<file path="src/hdl/sssr_pkg.sv">
// Package for the streaming substring replace core.
// Holds shared constants, the queued action type and a small helper function.
// No dependencies.
`default_nettype none

package sssr_pkg;

	// Longest target or replacement, in bytes
	localparam int MAX_PATTERN = 8;
	localparam int BYTE_W      = 8;
	localparam int PAT_W       = MAX_PATTERN * BYTE_W;
	localparam int LEN_W       = 4;
	localparam int POS_W       = 3;
	localparam int CFG_IDX_W   = 8;
	localparam int CFG_DATA_W  = 64;

	// Action queue between front and back
	localparam int FIFO_DEPTH = 4;
	localparam int FIFO_PTR_W = 2;
	localparam int FIFO_CNT_W = 3;

	// Configuration register indexes
	typedef enum logic [1:0] {
		REG_TARGET_BYTES  = 2'd0,
		REG_TARGET_LENGTH = 2'd1,
		REG_REPL_BYTES    = 2'd2,
		REG_REPL_LENGTH   = 2'd3
	} reg_idx_t;

	// One queued action: a run of bytes to emit, lowest byte first
	typedef struct packed {
		logic [PAT_W-1:0] data;
		logic [LEN_W-1:0] count;
		logic             last;
	} action_t;

	// Saturate a length at the pattern size
	function automatic logic [LEN_W-1:0] clamp_len(input logic [LEN_W-1:0] v);
		logic [LEN_W-1:0] r;
		r = (v > LEN_W'(MAX_PATTERN)) ? LEN_W'(MAX_PATTERN) : v;
		return r;
	endfunction

endpackage

`default_nettype wire

</file>
<file path="src/hdl/sssr_front.sv">
// Front end of the substring replace core: config registers, held bytes and
// match classification. Turns each accepted byte into at most one queued action.
// Depends on sssr_pkg.
`default_nettype none

module sssr_front import sssr_pkg::*; (
	input  wire logic                  clk,
	input  wire logic                  arst_n,
	// byte stream in
	input  wire logic                  s_tvalid,
	output logic                       s_tready,
	input  wire logic [BYTE_W-1:0]     s_tdata,
	input  wire logic                  s_tlast,
	// config writes
	input  wire logic                  cfg_valid,
	input  wire logic [CFG_IDX_W-1:0]  cfg_index,
	input  wire logic [CFG_DATA_W-1:0] cfg_data,
	// action queue
	input  wire logic                  q_full,
	output logic                       q_push,
	output action_t                    q_entry
);

	// Config registers as written
	logic [PAT_W-1:0] tgt_bytes_q;
	logic [LEN_W-1:0] tgt_len_q;
	logic [PAT_W-1:0] repl_bytes_q;
	logic [LEN_W-1:0] repl_len_q;

	// Pattern latched for the match in progress
	logic [PAT_W-1:0] act_tgt_q;
	logic [LEN_W-1:0] act_tlen_q;
	logic [PAT_W-1:0] act_repl_q;
	logic [LEN_W-1:0] act_rlen_q;

	// Held bytes and fill count
	logic [BYTE_W-1:0] held_q [MAX_PATTERN];
	logic [LEN_W-1:0]  cnt_q;

	logic                  accept;
	logic [PAT_W-1:0]      tgt;
	logic [LEN_W-1:0]      tlen;
	logic [PAT_W-1:0]      repl;
	logic [LEN_W-1:0]      rlen;
	logic [BYTE_W-1:0]     hb [MAX_PATTERN];
	logic [PAT_W-1:0]      h_packed;
	logic [PAT_W-1:0]      h_shifted;
	logic [LEN_W-1:0]      len;
	logic [MAX_PATTERN:0]  pre;
	logic                  match;
	logic [LEN_W-1:0]      ksel;
	logic [LEN_W-1:0]      cnt_nxt;

	assign s_tready = !q_full;
	assign accept   = s_tvalid && s_tready;

	// Config write decode; out-of-range indexes are dropped
	always_ff @(posedge clk or negedge arst_n) begin
		if (!arst_n) begin
			tgt_bytes_q  <= '0;
			tgt_len_q    <= '0;
			repl_bytes_q <= '0;
			repl_len_q   <= '0;
		end else if (cfg_valid && (cfg_index[CFG_IDX_W-1:2] == '0)) begin
			unique case (reg_idx_t'(cfg_index[1:0]))
				REG_TARGET_BYTES:  tgt_bytes_q  <= cfg_data[PAT_W-1:0];
				REG_TARGET_LENGTH: tgt_len_q    <= cfg_data[LEN_W-1:0];
				REG_REPL_BYTES:    repl_bytes_q <= cfg_data[PAT_W-1:0];
				REG_REPL_LENGTH:   repl_len_q   <= cfg_data[LEN_W-1:0];
			endcase
		end
	end

	// Pattern in effect: live registers when nothing is held
	always_comb begin
		if (cnt_q == '0) begin
			tgt  = tgt_bytes_q;
			tlen = clamp_len(tgt_len_q);
			repl = repl_bytes_q;
			rlen = clamp_len(repl_len_q);
		end else begin
			tgt  = act_tgt_q;
			tlen = act_tlen_q;
			repl = act_repl_q;
			rlen = act_rlen_q;
		end
	end

	// Held run with the new byte appended
	always_comb begin
		for (int j = 0; j < MAX_PATTERN; j++) begin
			hb[j] = (LEN_W'(j) == cnt_q) ? s_tdata : held_q[j];
			h_packed[j*BYTE_W +: BYTE_W] = hb[j];
		end
		len = cnt_q + LEN_W'(1);
	end

	// pre[k]: held run from byte k on is a prefix of the target
	always_comb begin
		for (int k = 0; k <= MAX_PATTERN; k++) begin
			pre[k] = 1'b1;
			for (int j = 0; j < MAX_PATTERN; j++) begin
				if ((k + j < MAX_PATTERN) && (k + j < int'(len))) begin
					if (hb[POS_W'(k + j)] != tgt[j*BYTE_W +: BYTE_W])
						pre[k] = 1'b0;
				end
			end
		end
	end

	// Full match, else the fewest bytes to release
	always_comb begin
		match = (tlen != '0) && (len == tlen) && pre[0];
		ksel  = len;
		for (int k = MAX_PATTERN; k >= 0; k--) begin
			if ((k < int'(len)) && ((int'(len) - k) < int'(tlen)) && pre[k])
				ksel = LEN_W'(k);
		end
	end

	// Build the queued action and the remaining held count
	always_comb begin
		h_shifted = h_packed >> {ksel, 3'b000};
		if (match) begin
			q_entry.data  = repl;
			q_entry.count = rlen;
			q_entry.last  = s_tlast;
			cnt_nxt       = '0;
		end else if (s_tlast) begin
			q_entry.data  = h_packed;
			q_entry.count = len;
			q_entry.last  = 1'b1;
			cnt_nxt       = '0;
		end else begin
			q_entry.data  = h_packed;
			q_entry.count = ksel;
			q_entry.last  = 1'b0;
			cnt_nxt       = len - ksel;
		end
		q_push = accept && ((q_entry.count != '0) || q_entry.last);
	end

	// Held state and pattern latch
	always_ff @(posedge clk or negedge arst_n) begin
		if (!arst_n) begin
			cnt_q <= '0;
		end else if (accept) begin
			cnt_q <= cnt_nxt;
		end
	end

	always_ff @(posedge clk) begin
		if (accept) begin
			for (int j = 0; j < MAX_PATTERN; j++)
				held_q[j] <= h_shifted[j*BYTE_W +: BYTE_W];
			if (cnt_q == '0) begin
				act_tgt_q  <= tgt;
				act_tlen_q <= tlen;
				act_repl_q <= repl;
				act_rlen_q <= rlen;
			end
		end
	end

endmodule

`default_nettype wire

</file>
<file path="src/hdl/sssr_fifo.sv">
// Short action queue between the front and back of the replace core.
// Register-based, first-word fall-through head.
// Depends on sssr_pkg.
`default_nettype none

module sssr_fifo import sssr_pkg::*; (
	input  wire logic clk,
	input  wire logic arst_n,
	input  wire logic push,
	input  wire action_t push_entry,
	output logic      full,
	input  wire logic pop,
	output logic      head_valid,
	output action_t   head
);

	action_t                mem_q [FIFO_DEPTH];
	logic [FIFO_PTR_W-1:0]  wptr_q;
	logic [FIFO_PTR_W-1:0]  rptr_q;
	logic [FIFO_CNT_W-1:0]  cnt_q;
	logic                   do_pop;

	assign full       = (cnt_q == FIFO_CNT_W'(FIFO_DEPTH));
	assign head_valid = (cnt_q != '0);
	assign head       = mem_q[rptr_q];
	assign do_pop     = pop && head_valid;

	// Pointers and fill count
	always_ff @(posedge clk or negedge arst_n) begin
		if (!arst_n) begin
			wptr_q <= '0;
			rptr_q <= '0;
			cnt_q  <= '0;
		end else begin
			if (push)
				wptr_q <= wptr_q + FIFO_PTR_W'(1);
			if (do_pop)
				rptr_q <= rptr_q + FIFO_PTR_W'(1);
			if (push && !do_pop)
				cnt_q <= cnt_q + FIFO_CNT_W'(1);
			else if (!push && do_pop)
				cnt_q <= cnt_q - FIFO_CNT_W'(1);
		end
	end

	// Storage
	always_ff @(posedge clk) begin
		if (push)
			mem_q[wptr_q] <= push_entry;
	end

endmodule

`default_nettype wire

</file>
<file path="src/hdl/sssr_back.sv">
// Back end of the replace core: walks each queued action one byte a cycle
// into the output register while that register is free. Depends on sssr_pkg.
`default_nettype none

module sssr_back import sssr_pkg::*; (
	input  wire logic               clk,
	input  wire logic               arst_n,
	input  wire logic               head_valid,
	input  wire action_t            head,
	output logic                    pop,
	output logic                    m_tvalid,
	input  wire logic               m_tready,
	output logic [BYTE_W-1:0]       m_tdata,
	output logic                    m_tuser,
	output logic                    m_tlast
);

	logic [POS_W-1:0]  idx_q;
	logic              valid_q;
	logic [BYTE_W-1:0] byte_q;
	logic              present_q;
	logic              last_q;
	logic              load;
	logic              done;
	logic [PAT_W-1:0]  sel;

	assign m_tvalid = valid_q;
	assign m_tdata  = byte_q;
	assign m_tuser  = present_q;
	assign m_tlast  = last_q;

	// Output register is free when empty or being taken
	assign load = !valid_q || m_tready;
	assign done = (head.count == '0) || (({1'b0, idx_q} + LEN_W'(1)) == head.count);
	assign pop  = load && head_valid && done;
	assign sel  = head.data >> {idx_q, 3'b000};

	// Byte index within the current action
	always_ff @(posedge clk or negedge arst_n) begin
		if (!arst_n) begin
			idx_q   <= '0;
			valid_q <= 1'b0;
		end else if (load) begin
			valid_q <= head_valid;
			if (head_valid)
				idx_q <= done ? '0 : idx_q + POS_W'(1);
		end
	end

	// Output payload; an empty action is a bare end marker
	always_ff @(posedge clk) begin
		if (load && head_valid) begin
			byte_q    <= (head.count == '0) ? '0 : sel[BYTE_W-1:0];
			present_q <= (head.count != '0);
			last_q    <= head.last && done;
		end
	end

endmodule

`default_nettype wire

</file>
<file path="src/hdl/stream_substring_replace_core.sv">
// Streaming substring replace core: front classifier, action queue, emitter.
// Byte stream in on s_*, rewritten stream out on m_*, config writes on cfg_*.
//
// Usage:
//   Input bytes arrive on s_tdata with s_tlast marking the last byte of a
//   string. Every non-overlapping occurrence of the configured target is
//   replaced by the configured replacement. Results leave on m_tdata with
//   m_tuser = 1 for a real byte and m_tuser = 0 for a bare end marker; m_tlast
//   flags the final result of a string.
//   Config writes (cfg_index 0..3: target bytes, target length, replacement
//   bytes, replacement length) are always taken; other indexes are ignored.
//   The pattern in use is latched when a byte arrives with nothing held.
//   A result passes from the classifier through the action queue into the
//   output register. Throughput: one input byte per cycle while each byte
//   yields at most one result; an action of n result bytes occupies the
//   emitter until all n are out, the four-entry action queue absorbs short
//   bursts and s_tready drops when it fills.
//   Reset clears held bytes, the queue, the output register and all config.
//   A stalled m_tready holds the output and backs up into the queue.
`default_nettype none

module stream_substring_replace_core import sssr_pkg::*; (
	input  wire logic                  clk,
	input  wire logic                  arst_n,
	// input stream; tdata: [7:0] char_byte; tlast: string_end
	input  wire logic                  s_tvalid,
	output logic                       s_tready,
	input  wire logic [BYTE_W-1:0]     s_tdata,
	input  wire logic                  s_tlast,
	// output stream; tdata: [7:0] out_byte; tuser: [0] byte_present;
	// tlast: last_of_string
	output logic                       m_tvalid,
	input  wire logic                  m_tready,
	output logic [BYTE_W-1:0]          m_tdata,
	output logic                       m_tuser,
	output logic                       m_tlast,
	// config write channel
	input  wire logic                  cfg_valid,
	output logic                       cfg_ready,
	input  wire logic [CFG_IDX_W-1:0]  cfg_index,
	input  wire logic [CFG_DATA_W-1:0] cfg_data
);

	logic    q_full;
	logic    q_push;
	action_t q_entry;
	logic    q_pop;
	logic    q_head_valid;
	action_t q_head;

	assign cfg_ready = 1'b1;

	// Classifier
	sssr_front u_front (
		.clk       (clk),
		.arst_n    (arst_n),
		.s_tvalid  (s_tvalid),
		.s_tready  (s_tready),
		.s_tdata   (s_tdata),
		.s_tlast   (s_tlast),
		.cfg_valid (cfg_valid),
		.cfg_index (cfg_index),
		.cfg_data  (cfg_data),
		.q_full    (q_full),
		.q_push    (q_push),
		.q_entry   (q_entry)
	);

	// Action queue
	sssr_fifo u_fifo (
		.clk        (clk),
		.arst_n     (arst_n),
		.push       (q_push),
		.push_entry (q_entry),
		.full       (q_full),
		.pop        (q_pop),
		.head_valid (q_head_valid),
		.head       (q_head)
	);

	// Emitter
	sssr_back u_back (
		.clk        (clk),
		.arst_n     (arst_n),
		.head_valid (q_head_valid),
		.head       (q_head),
		.pop        (q_pop),
		.m_tvalid   (m_tvalid),
		.m_tready   (m_tready),
		.m_tdata    (m_tdata),
		.m_tuser    (m_tuser),
		.m_tlast    (m_tlast)
	);

endmodule

`default_nettype wire

</file>
<file path="config.mk">
export PLATFORM = sky130hd
export DESIGN_NAME = stream_substring_replace_core
export DESIGN_NICKNAME = d
export VERILOG_FILES = /design/src/hdl/sssr_pkg.sv /design/src/hdl/sssr_front.sv /design/src/hdl/sssr_fifo.sv /design/src/hdl/sssr_back.sv /design/src/hdl/stream_substring_replace_core.sv
export SDC_FILE = /design/constraint.sdc
export NUM_CORES = 1
export LEC_CHECK = 0
export BUFFER_PORTS_ARGS = -buffer_cell sky130_fd_sc_hd__buf_2
export CAP_MARGIN = 20
export CORE_ASPECT_RATIO = 0.8
export CORE_MARGIN = 3
export CORE_UTILIZATION = 36
export CTS_CLUSTER_SIZE = 8
export DETAILED_ROUTE_END_ITERATION = 8
export PLACE_DENSITY_LB_ADDON = 0.2
export SETUP_SLACK_MARGIN = 0.4
export SLEW_MARGIN = 40
export SYNTH_ARGS = -nofsm -noshare
export SYNTH_HDL_FRONTEND = slang
export SYNTH_HIERARCHICAL = 1
export SYNTH_SLANG_ARGS = --single-unit
</file>
<file path="constraint.sdc">
create_clock -name clk -period 7.3 [get_ports clk]
set_input_delay 1.095 -clock clk [delete_from_list [all_inputs] [get_ports clk]]
set_output_delay 1.095 -clock clk [all_outputs]
set_load 0.02 [all_outputs]
</file>
**Word-level counts from Yosys, hierarchy flattened**

Memory sizes are Yosys's and may differ from the RTL's.
Cells that the tools add are included.

- Flip-flop bits (word level): 297
- Bits in writable memories: 340
- Input port bits: 86
- Output and inout port bits: 13
- Word-level logic and storage cells: 241
- Memories: 2

- Add/sub/neg operators: 16
- Magnitude comparators: 20
- Equal/unequal tests: 31
- Shifts and indexed selects: 2
- Multiplexer cells: 103
- Reductions and logical operators: 50

Memories:

| memory | words | width | rd ports | clocked after Yosys merged registers in | write ports | line | source |
|---|---|---|---|---|---|---|---|
| u_fifo.mem_q | 4 | 69 | 1 | 0 | 1 | sssr_fifo.sv:17 | `action_t mem_q [FIFO_DEPTH];` |
| u_front.held_q | 8 | 8 | 8 | 0 | 8 | sssr_front.sv:37 | `logic [BYTE_W-1:0] held_q [MAX_PATTERN];` |

Operators with widths:

| cell | count |
|---|---|
| $lt 32x5->1 | 8 |
| $mux 64 | 2 |
| $ne 8x8->1 | 10 |
| $mux 1 | 73 |
| $mux 69 | 1 |
| $mux 8 | 8 |
| $ne 8x8->1 const A | 8 |
| $shr 64x6->8 | 1 |
| $shr 64x7->64 | 1 |
| $mux 4 | 15 |
| $logic_and 1x1->1 | 28 |
| $sub 4x3->5 const B | 4 |
| $eq 3x4->1 const A | 4 |
| $lt 3x4->1 const A | 4 |
| $reduce_and 2->1 | 6 |
| $reduce_bool 4->1 | 3 |
| $sub 4x2->5 const B | 2 |
| $mux 3 | 3 |
| $eq 2x4->1 const A | 2 |
| $eq 4x4->1 | 2 |
| $gt 4x4->1 const B | 2 |
| $logic_not 4->1 | 2 |
| $lt 1x4->1 const A | 2 |
| $lt 2x4->1 const A | 2 |
| other kinds (21) | 29 |

**Logic depth before layout (Yosys ltp)**

Gate-level depths: netlist (run 1).

- Depth in word-level cells: 30
- Mapped depth: 29
- Mapped depth without buffers: 23

**Modules after synthesis**

The synthesis (run 1) kept the hierarchy.

Modules (own cells, without submodules):

| module | instances | cells an instance | area an instance (µm²) | seq. area each (µm²) |
|---|---|---|---|---|
| sssr_front | 1 | 1723 | 17090.1 | 7747.4 |
| sssr_fifo | 1 | 395 | 10428.8 | 8463.1 |
| sssr_back | 1 | 76 | 1103.6 | 400.4 |
| stream_substring_replace_core | 1 | 2 | 11.3 | 0.0 |

**Worst setup path before layout (run 1)**

No wires, ideal clock.

- Path type: register to register
- Start point: register u_front.cnt_q[0]
- End point: register u_front.act_repl_q[0], enable pin
- Setup time: 568 ps
- Arrival time: 6491 ps
- Data required time: 6732 ps
- Path slack: 240 ps
- Cell stages (with the launch flop): 11
- Path buffers: 6
- Period minus slack after synthesis: 7060 ps
- Cell sequence: dfrtp_1 -> buf_2 -> inv_1 -> ha_1 -> buf_2 -> clkbuf_1 -> nand2_1 -> clkbuf_1 -> buf_1 -> clkbuf_1 -> nor2_1

- Cells in the longest elaborated chain, start to end: 2

RTL lines:

| what | line | source |
|---|---|---|
| from (decl) | sssr_front.sv:38 | `logic [LEN_W-1:0] cnt_q;` |
| from (signal assigned) | sssr_front.sv:148 | `cnt_q <= cnt_nxt;` |
| $logic_not 4->1 | sssr_front.sv:156 | `if (cnt_q == '0) begin` |
| $reduce_and 2->1 (no source line) | -- |  |
| to (signal assigned) | sssr_front.sv:159 | `act_repl_q <= repl;` |
| to (decl) | sssr_front.sv:33 | `logic [PAT_W-1:0] act_repl_q;` |

Every way passes these cells.
A chain may end at the register's enable or synchronous reset.

==> results of run 1 <==
## cells by family (layout without fill, tap and decap cells)
family | Yosys count | in the layout | synth area share
mux | 278 | 278 | 0.140
simple gates | 658 | 658 | 0.108
buf+inv | 193 | 367 | 0.0337
compound gates | 358 | 358 | 0.0892
other cells | 1 | 1 | 0.000131
fa+ha+maj | 51 | 51 | 0.0228
xor+xnor | 84 | 84 | 0.0265
flops | 573 | 573 | 0.580
## layer usage
layer  global-route usage  wire [um]  up-vias
li1                     -          -     8522
met1                0.341      43400     9974
met2                0.312      38600      919
met3               0.0565       8430      132
met4               0.0528       2040        0
met5                    0          0        -
## cell usage in the layout (no fill, tap or decap), types with 65 or more instances in the layout
cell type,count
nand3_1,137
mux2i_1,77
clkbuf_16,84
buf_2,96
nand2_1,330
dfrtp_1,117
buf_4,65
o21ai_0,70
mux4_2,84
o21a_1,65
mux2_2,114
edfxtp_1,454
## worst max-delay path by stage
| stage | endpoint | depth (start not counted) | slack (ns) |
|---|---|---|---|
| after floorplan | u_fifo/mem_q[0][0] | 21 | 0.68 |
| after global routing | u_fifo/mem_q[1][38] | 16 | 0.41 |
| after detailed placement | u_fifo/mem_q[0][53] | 16 | 0.60 |
| after global placement | u_fifo/mem_q[0][45] | 16 | 0.69 |
| final | u_fifo/mem_q[0][67] | 16 | 0.76 |
| after CTS | u_fifo/mem_q[0][67] | 16 | 0.56 |
## area by class of cell
| class | instances | area, um^2 |
|---|---|---|
| fillers | 7275 | 45100 |
| multi-input cells | 1430 | 11200 |
| repair buffers | 172 | 1140 |
| flip-flops and latches | 573 | 16600 |
| well taps | 1023 | 1280 |
| inverters | 56 | 210 |
| clock buffers | 132 | 2280 |
| clock inverters | 7 | 101 |
## cells in the mapped netlist (31+ instances only)
| cell type | n | area [um^2] |
|---|---|---|
| clkbuf_1 | 64 | 240 |
| ha_1 | 49 | 613 |
| mux4_2 | 84 | 1890 |
| o21a_1 | 65 | 488 |
| nand2_1 | 331 | 1240 |
| inv_1 | 52 | 195 |
| xnor2_1 | 50 | 438 |
| xor2_1 | 32 | 280 |
| edfxtp_1 | 454 | 13600 |
| o21ai_0 | 70 | 350 |
| nand3_1 | 138 | 691 |
| nor2_1 | 55 | 206 |
| mux2_2 | 114 | 1280 |
| buf_2 | 42 | 210 |
| mux2i_1 | 78 | 781 |
| o211ai_1 | 31 | 233 |
| dfrtp_1 | 119 | 2980 |
| a21oi_1 | 37 | 185 |
## worst max-delay path, stage by stage (launching register included)
cell and delay [ns]:
dfrtp_1 0.59, inv_1 0.33, ha_2 0.49, and2_4 0.42, buf_4 0.47, mux2i_1 0.34
xnor2_1 0.15, nand4_1 0.15, o21ai_1 0.43, nand3_1 0.14, or4_4 0.60, o211ai_1 0.18
o21a_1 0.29, o41a_1 0.42, and2_4 0.52, buf_12 0.27, buf_4 0.31
## flip-flops by register name, indices dropped and copies added (netlist names)
signal,count
u_front/tgt_len_q,4
u_front/repl_bytes_q,64
u_back/m_tdata,8
u_front/repl_len_q,4
u_front/cnt_q,4
u_fifo/wptr_q,2
u_front/act_tlen_q,4
u_back/idx_q,3
u_back/m_tlast,1
u_back/m_tvalid,1
u_front/held_q,64
u_front/act_repl_q,64
u_back/m_tuser,1
u_fifo/cnt_q,3
u_front/act_rlen_q,4
u_front/act_tgt_q,32
u_front/tgt_bytes_q,32
u_fifo/mem_q,276
u_fifo/rptr_q,2
## stage by stage
stage / hold WS, ns / std cells / instance area [um^2]
2_1_floorplan: 0.447 / 2196 / 28600
3_3_place_gp: 0.468 / 3249 / 30200
3_5_place_dp: 0.482 / 3254 / 30400
4_1_cts: 0.466 / 3393 / 32800
5_1_grt: 0.498 / 3393 / 32800
6_report: 0.484 / 3393 / 32800
==> metrics, run 1 <==
min Tclk post-route 6.54 ns; Root Driver clkbuf_16; final slew viol count 0; Sink Count 573; Crit. End Element flop; Yosys warnings 6; Worst-Skew Late Latency 0.65 ns; Via density 5.76; io pins 99; async set-reset flop share out of synthesis 0.208; RR Endpoint u_fifo/mem_q[0][67]; global-route wire length before repair 135,000 um; status completed; crit path DAT about 6.8 ns; Crit path required time 7.59 ns; Max Fclk 153 MHz; input/output buffers 97; HP Class in2async; DRC Markers 0; crit path from u_front/cnt_q[0]; CTS Buffer Depth 3; Post CTS Setup Buffer Count 0; post_cts resized 0; CTS buffer count 82; Die X-Extent between 300 and 400 um; DR vias 19,500; Reg-to-Reg Start u_front/cnt_q[0]; synthesized area per cell 13.0 um^2; Starting DRT DRC Count 2,192; die area 83,000 um^2; count of final setup violators 0; register area share after synthesis 0.580; R2R setup slack 0.76 ns; CP Max Fanout 34; DP Wirelength 63,700 um; Hold Fails Final Rpt 0; average wire per standard cell 27.3 um; Hold-fix buffers, CTS 0; Setup TNS 0 ns; Synth cell types 97; Final WS setup 0.759 ns; Mapped Nets 2,333; share of post-route cells with drive strength above 1 0.226; clock skew roughly 0.037 ns; Antenna diodes 0; P&R area growth vs syn 14.6%; reg2reg path depth 16; pre-CTS setup slack ~0.6 ns; Total GRT Usage 0.222; CORE AREA 77,900 um^2; Die Y 258 um; Primary FF master, synth edfxtp_1; Syn Std Cell Area 28,600 um^2; number of flops mapped to enable cells by yosys around 450; gp weighted congestion 0.969; Final Util 0.421; largest net degree at the start of global routing 79; synthesized instance count ~2,200; total grt overflow 0; Setup Crit Path Kind reg2reg; Initial Util 0.368; DRT Wirelength 92,500 um; crit start category flop; RSZ-0062 raised after global routing false; CTS clk-pin slew, worst paths 0.05 ns; H-tree depth 3; nets 2,452; final antenna-violating net count 0; # rows 91; CTS tree done; max_slew headroom 0.394; drt pass-1 iters 6; vias in the first global route 19,300; Tcrit/Tclk final 0.896; Seq cells post-synth 573; max cap viols 0; measured slew at the worst slew-check pin 0.884 ns; initial antenna violation count 1
Power of run 1 is left out: the tool's default activity adds up to more than one toggle a clock period on the data nets, which glitch-free logic cannot reach.
==> run 2: changes to the inputs <==
- RECOVER_POWER: not set -> 50
- TNS_END_PERCENT: not set -> 5
==> run 2 against run 1 <==
Against the previous run:
- the run now ends with max-capacitance violations, max-slew violations left
- core utilization is 0.15 points lower
- fmax is 3.1% lower
- die area stayed put
- clock skew is 0.0016 ns higher
- critical path depth is 1 higher
- worst setup slack worse by 0.21 ns
- final area is 0.37% lower
==> metrics, run 2 (same netlist as run 1, synthesis figures left out) <==
crit start category flop; leading cell type in the layout, fill and taps excluded edfxtp_1; DRC Markers 0 (unchanged); # rows 91 (unchanged); input/output buffers 97 (unchanged); CTS clk-pin slew, worst paths 0.05 ns (about the same); Largest register FFs 276 (unchanged); Die Y 258 um (unchanged); io pins 99 (unchanged); max cap viols 10 (+10); vias in the first global route 19,300 (unchanged); Die X-Extent 321 um (unchanged); die area 83,000 um^2 (unchanged); initial antenna violation count 1 (unchanged); Setup Crit Path Kind reg2reg; CTS buffer count 82 (unchanged); Root Driver clkbuf_16; Hold Fails Final Rpt 0 (unchanged); total grt overflow 0 (unchanged); CORE AREA 77,900 um^2 (unchanged); Post CTS Setup Buffer Count 0 (unchanged); share of post-route cells with drive strength above 1 0.213 (-0.0135); Crit path required time 7.65 ns (+0.06 ns); Crit. End Element flop; HP Class reg2reg; gp weighted congestion 0.969 (unchanged); largest net degree at the start of global routing 79 (unchanged); DRT Wirelength 92,300 um (-0.15%); CTS Buffer Depth 3 (unchanged); min Tclk post-route 6.75 ns (+0.207 ns); Initial Util 0.368 (unchanged); Max Fclk 148 MHz (-3.1%); CTS tree done; Via density 5.75 (-0.19%); Setup TNS 0 ns (unchanged); crit path DAT 7.10 ns (+0.27 ns); Total GRT Usage 0.222 (unchanged); final antenna-violating net count 0 (unchanged); status finished, violations left; measured slew at the worst slew-check pin 4.37 ns (+3.49 ns); final slew viol count 447 (+447); nets 2,452 (unchanged); DR vias 19,500 (-0.19%); DP Wirelength 63,700 um (unchanged); H-tree depth 3 (unchanged); max_slew headroom -1.92 (-2.31); global-route wire length before repair 135,000 um (unchanged); failing checks max-capacitance violations, max-slew violations; Antenna diodes 0 (unchanged); RSZ-0062 raised after global routing false; CP Max Fanout 29 (-15%); Starting DRT DRC Count 2,261 (+3.1%); count of final setup violators 0 (unchanged); Tcrit/Tclk final 0.924 (+0.0283); most flop-heavy register u_fifo/mem_q; clock skew 0.0385 ns (+0.00155 ns); drt pass-1 iters 6 (unchanged); commonest non-fill, non-tap cells in the layout 454 x edfxtp_1, 332 x nand2_1, 137 x nand3_1; Worst-Skew Late Latency 0.65 ns (about the same); P&R area growth vs syn 14.1%; average wire per standard cell 27.2 um (-0.15%); Sink Count 573 (unchanged)
## run 2: cell types whose count changed in the layout (fill, tap and decap cells not counted), sizes merged
cell	previous run	this run
clkbuf	132	155
buf	172	149
## run 2: critical path, cell delays in order (launching register included)
cell	delay, ns
dfrtp_1	0.59
inv_1	0.33
ha_2	0.48
nand2_1	0.31
a21oi_1	0.85
ha_1	0.39
and2_0	0.18
a211oi_1	0.36
nor2_1	0.07
or3b_1	0.46
a21oi_2	0.36
o21a_1	0.18
o31ai_1	0.09
mux2_2	0.35
o41a_1	0.53
and2_4	0.37
buf_12	0.24
buf_4	0.24
## run 2: repair_timing
action,CTS,global route
hold buffers,0,0
setup endpoints to repair,0,47
gates resized for setup,0,1
## run 2: metal layers
| metal | global-route usage | wire length [um] |
|---|---|---|
| met5 | 0 | 0 |
| met4 | 0.0528 | 2130 |
| met3 | 0.0565 | 8570 |
| met2 | 0.312 | 38600 |
| met1 | 0.341 | 43100 |
## run 2: path summary, 6_finish.rpt
kind	startpoint	to	slack, ns	cells past startpoint
setup / recovery	u_front/cnt_q[0]	u_fifo/mem_q[1][55]	0.55	17
hold / removal	u_fifo/cnt_q[2]	u_fifo/cnt_q[2]	0.49	1
min in group asynchronous	arst_n	u_front/tgt_bytes_q[21]	1.82	1
hold reg to reg	u_fifo/cnt_q[2]	u_fifo/cnt_q[2]	0.49	1
max in group asynchronous	arst_n	u_front/repl_bytes_q[4]	3.29	1
setup reg to reg	u_front/cnt_q[0]	u_fifo/mem_q[1][55]	0.55	17
## run 2: metrics by stage
step	hold slack, ns	cell area, um^2	cells	setup slack [ns]	util
after floorplan	0.447	28600	2196	0.683	-
after global placement	0.468	30200	3249	0.693	0.388
after detailed placement	0.482	30400	3254	0.604	0.390
after CTS	0.466	32800	3393	0.564	0.421
after global routing	0.498	32700	3393	0.225	0.420
final	0.488	32700	3393	0.552	0.420
## run 2: cell type report
class                           count  area, um^2
Fill cell                        7293       45200
Sequential cell                   573       16600
Multi-Input combinational cell   1430       11100
Clock buffer                      132        2280
Tap cell                         1023        1280
Timing Repair Buffer              172        1070
Inverter                           56         210
Clock inverter                      7         101
Power of run 2 is left out for the same reason.
==> run 3: changes to the inputs <==
- CTS_BUF_LIST: not set -> sky130_fd_sc_hd__clkbuf_16
==> run 3 against run 2 <==
Against the previous run:
- the flow still finishes with violations (max-capacitance violations, max-slew violations)
- worst setup slack got worse by 0.0096 ns
- fmax decreased by 0.14%
- critical path type unchanged
- routed wire length about the same
- sequential share of layout area about the same
- first-iteration DRC count increased by 0.71%
- largest cell class unchanged
- core utilization about the same
==> metrics, run 3 (same netlist as run 1, synthesis figures left out) <==
Crit path required time 7.65 ns (about the same); CORE AREA 77,900 um^2 (unchanged); Final WS setup 0.543 ns (-0.00959 ns); HP Class reg2reg; Hold-fix buffers, CTS 0 (unchanged); CTS Buffer Depth 3 (unchanged); crit path DAT 7.11 ns (about the same); input/output buffers 97 (unchanged); H-tree depth 3 (unchanged); max layer used met4; share of post-route cells with drive strength above 1 0.213 (unchanged); met3 wire len 8480 um (-0.99%); DR vias 19,500 (-0.14%); Initial Util 0.368 (unchanged); DRC Markers 0 (unchanged); die area 83,000 um^2 (unchanged); most flop-heavy register u_fifo/mem_q; CTS buffer count 82 (unchanged); count of final setup violators 0 (unchanged); initial antenna violation count 1 (unchanged); Final Util 0.420 (about the same); final antenna-violating net count 0 (unchanged); min Tclk post-route 6.76 ns (+0.00959 ns); Starting DRT DRC Count 2,277 (+0.71%); status finished, violations left; clock skew 0.0380 ns (-0.000454 ns); R2R setup slack 0.54 ns (about the same); Total GRT Usage 0.222 (about the same); Tcrit/Tclk final 0.926 (+0.00131); Setup Crit Path Kind reg2reg; Root Driver clkbuf_16; slowest cell on the critical path a21oi_1; nets 2,452 (unchanged); Crit. End Element flop; gp weighted congestion 0.969 (unchanged); Max Fclk 148 MHz (-0.14%); final slew viol count 447 (unchanged); crit start category flop; Die Y 258 um (unchanged); DP Wirelength 63,700 um (unchanged); failing checks max-capacitance violations, max-slew violations; total grt overflow 0 (unchanged); CTS clk-pin slew, worst paths 0.05 ns (about the same); filler instances 7,292 (-0.014%); max_slew headroom -1.94 (-0.0199); CP Max Fanout 27 (-6.9%); largest net degree at the start of global routing 79 (unchanged); CP Cell Sequence inv_1 -> ha_2 -> nand2_1 -> a21oi_1 -> ha_1 -> and2_0 -> a211oi_1 -> nor2_1 -> or3b_1 -> a21oi_2 -> o21a_1 -> o31ai_1 -> mux2_2 -> o41a_1 -> and2_4 -> buf_12 -> buf_4; Sink Count 573 (unchanged); Via density 5.74 (-0.17%); critical path's largest stage delay 0.85 ns (about the same); Hold Fails Final Rpt 0 (unchanged); Worst-Skew Late Latency 0.65 ns (about the same); max cap viols 10 (unchanged); RSZ-0062 raised after global routing false; DRT Wirelength 92,300 um (about the same); global-route wire length before repair 135,000 um (about the same); Setup TNS 0 ns (unchanged); # rows 91 (unchanged); measured slew at the worst slew-check pin 4.40 ns (+0.0299 ns); P&R area growth vs syn 14.2% (about the same); average wire per standard cell 27.2 um (about the same); commonest non-fill, non-tap cells in the layout 454 x edfxtp_1, 332 x nand2_1, 137 x nand3_1; pre-CTS setup slack 0.604 ns (unchanged); Post-Route M1 WL 43,100 um (about the same); Largest register FFs 276 (unchanged); io pins 99 (unchanged); met2 WL 38,700 um (+0.21%); vias in the first global route 19,300 (unchanged); leading cell type in the layout, fill and taps excluded edfxtp_1; Die X-Extent 321 um (unchanged); drt pass-1 iters 6 (unchanged); CTS tree done
==> run 3: cell types whose count changed in the layout (fill, tap and decap cells not counted) <==
cell,previous run,this run
diode_2,0,1
clkbuf_1,71,23
inv_1,52,100
==> run 3: layer usage <==
metal	GRT usage	vias to the layer above
met4	0.0528	0
li1	-	8517
met1	0.341	9913
met3	0.0565	125
met2	0.312	928
met5	0	-
==> run 3: path summary, 6_finish.rpt <==
path	from	to	depth (start not counted)
max reg2reg	u_front/cnt_q[0]	u_fifo/mem_q[0][67]	17
min	u_fifo/cnt_q[2]	u_fifo/cnt_q[2]	1
max in group asynchronous	arst_n	u_front/repl_bytes_q[4]	1
max	u_front/cnt_q[0]	u_fifo/mem_q[0][67]	17
min in group asynchronous	arst_n	u_front/tgt_bytes_q[21]	1
min reg2reg	u_fifo/cnt_q[2]	u_fifo/cnt_q[2]	1
==> run 3: critical path: cells and delay by family, from the launching register on <==
family / cells / cell delay [ns]
buffers and inverters: 3 / 0.81
AO/OA/AOI/OAI: 6 / 2.38
flip-flops: 1 / 0.59
multiplexers: 1 / 0.36
adder cells (fa/ha/maj): 2 / 0.86
AND/OR/NAND/NOR: 5 / 1.39
==> run 3: layout make-up <==
type                       count  area (um^2)  share of cell area
clock inverter                55          282             0.00861
timing repair buffer         172         1070              0.0329
tap                         1023         1280              0.0392
antenna                        1         2.50           0.0000766
inverter                      56          210             0.00643
multi-input combinational   1430        11100               0.340
clock buffer                  84         2100              0.0643
sequential                   573        16600               0.508
==> run 3: per-stage QoR <==
stage	hold WS, ns	cell area [um^2]	instances
CTS	0.466	32800	3393
floorplan	0.447	28600	2196
global placement	0.468	30200	3249
global route	0.498	32700	3393
detailed placement	0.482	30400	3254
finish	0.489	32700	3394
==> run 3: what timing repair did <==
item	4_1_cts	5_1_grt
endpoints found under the setup margin	0	47
gates resized for setup	0	1
buffers inserted	0	0
Power of run 3 is left out for the same reason.
